$ cat src/rtl/msp_pkg.sv
// Package for the MSP request frame parser.
// Holds header byte codes, parser state and result kind enums, and the result struct.
// No dependencies; imported by every module in rtl.
package msp_pkg;

  localparam logic [7:0] HdrDollar      = 8'h24;
  localparam logic [7:0] HdrM           = 8'h4D;
  localparam logic [7:0] HdrArrow       = 8'h3C;
  localparam logic [7:0] MaxSizeReset   = 8'd128;

  typedef enum logic [2:0] {
    ST_IDLE   = 3'd0,
    ST_DOLLAR = 3'd1,
    ST_M      = 3'd2,
    ST_ARROW  = 3'd3,
    ST_SIZE   = 3'd4,
    ST_CMD    = 3'd5
  } parse_state_e;

  typedef enum logic [1:0] {
    KIND_PAYLOAD = 2'd0,
    KIND_GOOD    = 2'd1,
    KIND_BAD     = 2'd2
  } kind_e;

  typedef struct packed {
    logic       valid;
    kind_e      kind;
    logic [7:0] command_id;
    logic [7:0] data_byte;
    logic [7:0] byte_index;
    logic [7:0] frame_size;
  } result_t;

endpackage

$ cat src/rtl/msp_parse.sv
// Frame recognizer state and per-byte result logic of the MSP parser.
// Consumes one registered byte per step and returns at most one result.
// Depends on msp_pkg.
module msp_parse (
  input  logic             clk_i,
  input  logic             rst_ni,
  input  logic             step_i,
  input  logic [7:0]       byte_i,
  input  logic [7:0]       max_size_i,
  output msp_pkg::result_t res_o
);
  import msp_pkg::*;

  parse_state_e state_q, state_d;
  logic [7:0]   size_q, size_d;
  logic [7:0]   cnt_q, cnt_d;
  logic [7:0]   xor_q, xor_d;
  logic [7:0]   cmd_q, cmd_d;

  always_ff @(posedge clk_i or negedge rst_ni) begin
    if (!rst_ni) begin
      state_q <= ST_IDLE;
      size_q  <= 8'd0;
      cnt_q   <= 8'd0;
      xor_q   <= 8'd0;
      cmd_q   <= 8'd0;
    end else if (step_i) begin
      state_q <= state_d;
      size_q  <= size_d;
      cnt_q   <= cnt_d;
      xor_q   <= xor_d;
      cmd_q   <= cmd_d;
    end
  end

  always_comb begin
    state_d          = state_q;
    size_d           = size_q;
    cnt_d            = cnt_q;
    xor_d            = xor_q;
    cmd_d            = cmd_q;
    res_o.valid      = 1'b0;
    res_o.kind       = KIND_PAYLOAD;
    res_o.command_id = cmd_q;
    res_o.data_byte  = byte_i;
    res_o.byte_index = 8'd0;
    res_o.frame_size = size_q;
    case (state_q)
      ST_DOLLAR: begin
        state_d = (byte_i == HdrM) ? ST_M : ST_IDLE;
      end
      ST_M: begin
        state_d = (byte_i == HdrArrow) ? ST_ARROW : ST_IDLE;
      end
      ST_ARROW: begin
        if (byte_i > max_size_i) begin
          state_d = ST_IDLE;
        end else begin
          size_d  = byte_i;
          cnt_d   = 8'd0;
          xor_d   = byte_i;
          state_d = ST_SIZE;
        end
      end
      ST_SIZE: begin
        cmd_d   = byte_i;
        xor_d   = xor_q ^ byte_i;
        state_d = ST_CMD;
      end
      ST_CMD: begin
        res_o.valid = 1'b1;
        if (cnt_q < size_q) begin
          xor_d            = xor_q ^ byte_i;
          cnt_d            = cnt_q + 8'd1;
          res_o.byte_index = cnt_q;
        end else begin
          res_o.kind = (xor_q == byte_i) ? KIND_GOOD : KIND_BAD;
          state_d    = ST_IDLE;
        end
      end
      default: begin
        state_d = (byte_i == HdrDollar) ? ST_DOLLAR : ST_IDLE;
      end
    endcase
  end

  a_end_to_idle: assert property (@(posedge clk_i) disable iff (!rst_ni)
    step_i && res_o.valid && res_o.kind != KIND_PAYLOAD |=> state_q == ST_IDLE)
    else $error("parser did not return to idle after checksum");

  a_count_bound: assert property (@(posedge clk_i) disable iff (!rst_ni)
    state_q == ST_CMD |-> cnt_q <= size_q)
    else $error("payload count exceeds declared size");

  a_count_step: assert property (@(posedge clk_i) disable iff (!rst_ni)
    step_i && res_o.valid && res_o.kind == KIND_PAYLOAD |=> cnt_q == $past(cnt_q) + 8'd1)
    else $error("payload count did not advance");

  a_result_in_cmd: assert property (@(posedge clk_i) disable iff (!rst_ni)
    res_o.valid |-> state_q == ST_CMD)
    else $error("result outside payload phase");

endmodule

$ cat src/rtl/msp_out_reg.sv
// Result register of the MSP parser driving the master stream side.
// Holds one result until the downstream transfer completes.
// Depends on msp_pkg.
module msp_out_reg (
  input  logic             clk_i,
  input  logic             rst_ni,
  input  logic             push_i,
  input  msp_pkg::result_t res_i,
  output logic             free_o,
  output logic             m_axis_tvalid,
  input  logic             m_axis_tready,
  output logic [31:0]      m_axis_tdata,
  output logic [1:0]       m_axis_tuser
);
  import msp_pkg::*;

  logic    valid_q, valid_d;
  result_t res_q;

  assign free_o = !valid_q || m_axis_tready;

  always_comb begin
    valid_d = valid_q;
    if (free_o) begin
      valid_d = push_i && res_i.valid;
    end
  end

  always_ff @(posedge clk_i or negedge rst_ni) begin
    if (!rst_ni) begin
      valid_q <= 1'b0;
    end else begin
      valid_q <= valid_d;
    end
  end

  always_ff @(posedge clk_i) begin
    if (free_o && push_i && res_i.valid) begin
      res_q <= res_i;
    end
  end

  assign m_axis_tvalid = valid_q;
  assign m_axis_tdata  = {res_q.frame_size, res_q.byte_index, res_q.data_byte, res_q.command_id};
  assign m_axis_tuser  = res_q.kind;

endmodule

$ cat src/rtl/msp_frame_parser.sv
// Top level of the MSP v1 request frame parser.
// Instantiates msp_parse and msp_out_reg; depends on msp_pkg.
//
// Usage: received bytes enter on the slave stream (tdata holds one byte).
// Each byte is captured in an input register and parsed once the output
// register is free; any result lands in the output register and is offered
// on the master stream from there. One byte per cycle is sustained while the
// receiver keeps up; the parse step and the XOR update form the only path
// between input and result registers.
// Master tdata holds command_id, data_byte, byte_index and frame_size from
// bit 0 up, one byte each; tuser holds the kind (payload, good, bad).
// A header byte that does not match, or a size above the size limit,
// returns the parser to idle without a result.
// Reset empties both registers, puts the parser in idle and sets the size
// limit to 128. When the receiver stalls, the held result waits and the input
// register fills, after which s_axis_tready drops until the result is taken.
// The user writes the size limit through cfg_we_i while idle; it is not enforced.
module msp_frame_parser (
  input  logic        clk_i,
  input  logic        rst_ni,
  input  logic        cfg_we_i,
  input  logic [7:0]  cfg_wdata_i,
  input  logic        s_axis_tvalid,
  output logic        s_axis_tready,
  input  logic [7:0]  s_axis_tdata,   // rx_byte
  output logic        m_axis_tvalid,
  input  logic        m_axis_tready,
  output logic [31:0] m_axis_tdata,   // command_id, data_byte, byte_index, frame_size
  output logic [1:0]  m_axis_tuser    // kind
);
  import msp_pkg::*;

  logic       in_valid_q, in_valid_d;
  logic [7:0] in_byte_q;
  logic [7:0] max_size_q;
  logic       out_free;
  logic       step;
  result_t    res;

  assign step          = in_valid_q && out_free;
  assign s_axis_tready = !in_valid_q || step;

  always_comb begin
    in_valid_d = in_valid_q;
    if (s_axis_tready) begin
      in_valid_d = s_axis_tvalid;
    end
  end

  always_ff @(posedge clk_i or negedge rst_ni) begin
    if (!rst_ni) begin
      in_valid_q <= 1'b0;
      max_size_q <= MaxSizeReset;
    end else begin
      in_valid_q <= in_valid_d;
      if (cfg_we_i) begin
        max_size_q <= cfg_wdata_i;
      end
    end
  end

  always_ff @(posedge clk_i) begin
    if (s_axis_tready && s_axis_tvalid) begin
      in_byte_q <= s_axis_tdata;
    end
  end

  msp_parse u_parse (
    .clk_i      (clk_i),
    .rst_ni     (rst_ni),
    .step_i     (step),
    .byte_i     (in_byte_q),
    .max_size_i (max_size_q),
    .res_o      (res)
  );

  msp_out_reg u_out (
    .clk_i         (clk_i),
    .rst_ni        (rst_ni),
    .push_i        (step),
    .res_i         (res),
    .free_o        (out_free),
    .m_axis_tvalid (m_axis_tvalid),
    .m_axis_tready (m_axis_tready),
    .m_axis_tdata  (m_axis_tdata),
    .m_axis_tuser  (m_axis_tuser)
  );

endmodule

$ cat config.mk
export PLATFORM = sky130hd
export DESIGN_NAME = msp_frame_parser
export DESIGN_NICKNAME = d
export VERILOG_FILES = /design/src/rtl/msp_pkg.sv /design/src/rtl/msp_parse.sv /design/src/rtl/msp_out_reg.sv /design/src/rtl/msp_frame_parser.sv
export SDC_FILE = /design/constraint.sdc
export NUM_CORES = 1
export LEC_CHECK = 0
export BUFFER_PORTS_ARGS = -buffer_cell sky130_fd_sc_hd__buf_2
export CORE_MARGIN = 2
export CORE_UTILIZATION = 45
export CTS_CLUSTER_SIZE = 24
export DETAILED_ROUTE_END_ITERATION = 6
export PLACE_DENSITY = 0.68
export SETUP_SLACK_MARGIN = 0.2
export SYNTH_ARGS = -nofsm -noshare
export SYNTH_HDL_FRONTEND = slang
export SYNTH_HIERARCHICAL = 1
export SYNTH_SLANG_ARGS = --single-unit
export TNS_END_PERCENT = 30
$ cat constraint.sdc
create_clock -name clk_i -period 2.25 [get_ports clk_i]
set_input_delay 0.45 -clock clk_i [delete_from_list [all_inputs] [get_ports clk_i]]
set_output_delay 0.45 -clock clk_i [all_outputs]
set_load 0.01 [all_outputs]
==> results.sh <==
export IMPL_status="finished clean"
export IMPL_fin_cells=510
export IMPL_grt_max_degree=35
export IMPL_vias_per_cell=5.312
export IMPL_crit_chain="inv_2 > ha_4 > nand4_1 > or3_4 > o31a_4 > nand2b_4 > a31oi_4"
export IMPL_synth_cells=313
export IMPL_grt_pass1_wl_mm=13.13
export IMPL_wirelength_mm=8.217
export IMPL_fp_dieW_um=99.19
export IMPL_hp_class="input pin to async pin"
export IMPL_pre_cts_ws_ns=-0.09757
export IMPL_synth_compound_area_share=0.1298
export IMPL_peakVddDrop_mv=0.2628
export IMPL_synth_top_cell_by_area="edfxtp_1"
export IMPL_hold_violations=0
export IMPL_yosys_warnings=6
export IMPL_cp_slowest_cell="dfstp_2"
export IMPL_netlist_top_cells_area="edfxtp_1, dfrtp_1, ha_1"
export IMPL_drt_pass1_iterations=4
export IMPL_endpoint_kind="flop"
export IMPL_cts_tree="yes"
export IMPL_cp_max_fo=8
export IMPL_dp_cells=478
export IMPL_layout_common_cells="buf_2, edfxtp_1, dfrtp_1"
export IMPL_syn_to_final_growth_pct=23.17
export IMPL_grt_use_total=0.1705
export IMPL_p_per_area_nw_per_um2=581.0
export IMPL_startpoint_type="flop"
export IMPL_drc=0
export IMPL_io_buffers=56
export IMPL_synth_nets=350
export IMPL_yosys_area_share_simple=0.1326
export IMPL_ys_seq_area_frac=0.5858
export IMPL_drive_gt1_frac=0.4154
export IMPL_start_util=0.4653
export IMPL_synthAdderAreaFrac=0.04909
export IMPL_clk_latency_ns=0.35
export IMPL_overflow=0
export IMPL_layout_setup_ws_ns=0.1206
export IMPL_insertedDiodeCount=0
export IMPL_drtIter0Drc=120
export IMPL_h_tree_depth=3
export IMPL_synth_async_reset_ratio=0.5172
export IMPL_synth_ff_type="dfrtp_1"
export IMPL_core_area_um2=8763
export IMPL_cts_buffers=9
export IMPL_cp_required_ns=2.47
export IMPL_num_rows=34
export IMPL_synth_area_per_cell_um2=13.03
export IMPL_hold_slack_ns=0.05688
export IMPL_cpPeakStageDelay_ns=0.55
export IMPL_p_leak_nw=2.217
export IMPL_die_height_um=99.19
export IMPL_wl_per_cell_um=16.11
export IMPL_max_cap_violations=0
export IMPL_io_pins=57
export IMPL_globalplace_congestion=0.7850
export IMPL_total_power_mw=2.918
export IMPL_worst_slew_pin_slew_ns=0.5018
export IMPL_finalCriticalPeriod_ns=2.129
export IMPL_synth_top_family_by_area="simple AND/OR/NAND/NOR gates"
export IMPL_ys_types=48
export IMPL_cts_buffer_depth=2
export IMPL_ctsHoldBuffers=0
export IMPL_dieArea_um2=9839
export IMPL_final_max_slew_viol_count=0
export IMPL_synth_edf_count=42
export IMPL_rsz0062_at_grt="yes"
export IMPL_dpl_hpwl_mm=5.419
export IMPL_fin_crit_sh=0.9464
export IMPL_yosysTopAreaCellShare=0.3093
export IMPL_grt_pass1_vias=2590
export IMPL_critical_path_class="flop to flop"
export IMPL_fin_worst_skew_ns=0.01131
export IMPL_critical_path_arrival_ns=2.35
export IMPL_netlist_area_um2=4078
export IMPL_fmax_mhz=469.6
export IMPL_setup_viol=0
export IMPL_synthXorXnorAreaFrac=0
export IMPL_antenna_left=0
export IMPL_max_slew_margin_rel=0.6624
export IMPL_vias=2709
export IMPL_antenna_found_initial=0
export IMPL_clock_root_buffer="clkbuf_8"
export IMPL_muxShareOfSynthArea=0.05155
export IMPL_nNetsFinal=434
export IMPL_ys_ff_latch=87
export IMPL_mostFrequentLayoutCell="buf_2"
export IMPL_cts_sinks=87
export IMPL_post_route_util=0.5731
export IMPL_clk_pin_slew_ns=0.09
power breakdown:
group          leakage [nW]  total (mW)  switching (mW)  internal (mW)
combinational          1.17       0.222           0.122          0.100
sequential            0.965        1.72          0.0258           1.69
clock                0.0829       0.976           0.569          0.408
routing by layer:
metal	wire, um	vias up	track usage
met5	0	-	0
met4	87	0	0.07060
met3	501	8	0.04357
met2	4106	83	0.2781
met1	3523	1311	0.2176
li1	-	1307	-
critical path: cells and delay by family (launching register included):
| family | cells | cell delay (ns) |
|---|---|---|
| compound gates | 2 | 0.28 |
| fa+ha+maj | 1 | 0.26 |
| simple gates | 3 | 0.88 |
| flops | 1 | 0.55 |
| buf+inv | 1 | 0.04 |
cell families after synthesis:
| kind of cell | after synthesis |
|---|---|
| flops | 87 |
| compound gates | 64 |
| fa+ha+maj | 16 |
| buf+inv | 35 |
| simple gates | 95 |
| mux | 16 |
path summary, 6_finish.rpt:
| check | cells past startpoint | start | end | slack, ns |
|---|---|---|---|---|
| min in group clk_i | 1 | s_axis_tdata[7] | in_byte_q[7] | 0.27 |
| setup reg to reg | 7 | max_size_q[7] | u_parse/cnt_q[6] | 0.12 |
| max in group asynchronous | 2 | rst_ni | u_parse/size_q[5] | 1.68 |
| hold / removal | 1 | rst_ni | max_size_q[6] | 0.06 |
| setup / recovery | 7 | max_size_q[7] | u_parse/cnt_q[6] | 0.12 |
| hold reg to reg | 0 | u_parse/cmd_q[7] | u_out/m_axis_tdata[7] | 0.45 |
registers in the layout (all words and copies together) (netlist names):
name	count
u_out/m_axis_tuser	2
u_out/m_axis_tdata	32
in_valid_q	1
u_parse/size_q	8
in_byte_q	8
max_size_q	8
u_out/m_axis_tvalid	1
u_parse/xor_q	8
u_parse/state_q	3
u_parse/cmd_q	8
u_parse/cnt_q	8
cell type report:
cell class              instances  area (um2)
inverters                      18       67.56
repair buffers                 88       581.8
multi-input cells             193        1672
clock buffers                  10       127.6
clock inverters                 6       46.29
well taps                     108       135.1
fillers                       718        3741
flip-flops and latches         87        2392
Yosys cell counts (2+ instances only):
cell type  instances
a211oi_1           7
a21oi_1           21
a31oi_4            6
a41oi_1            2
and2_1            17
and3_1             5
buf_4             10
buf_6              3
clkbuf_1           2
dfrtp_1           44
edfxtp_1          42
ha_1              16
inv_1             18
mux2_2             8
mux2_4             8
nand2_1           20
nand2b_1           4
nand2b_4           3
nand3_1            4
nand4_1            4
nor2_1            15
nor2b_1            2
nor3_1             7
nor3b_1            2
o21a_1             2
o21ai_0           10
o21ai_2            2
o22ai_1            4
o31ai_2            2
or3_1              5
through the flow:
stage	cell area (um2)	TNS, ns
6_report	5022	0
3_5_place_dp	4523	-0.8829
2_1_floorplan	4089	0
4_1_cts	4845	0
5_1_grt	5022	0
3_3_place_gp	4523	-0.2651
timing repair:
item,CTS,global route
buffers inserted,10,3
endpoints found under the setup margin,25,26
cloned,2,1
gates resized for setup,11,27
pin swaps,8,17
Power figures use the tool's default switching activity.
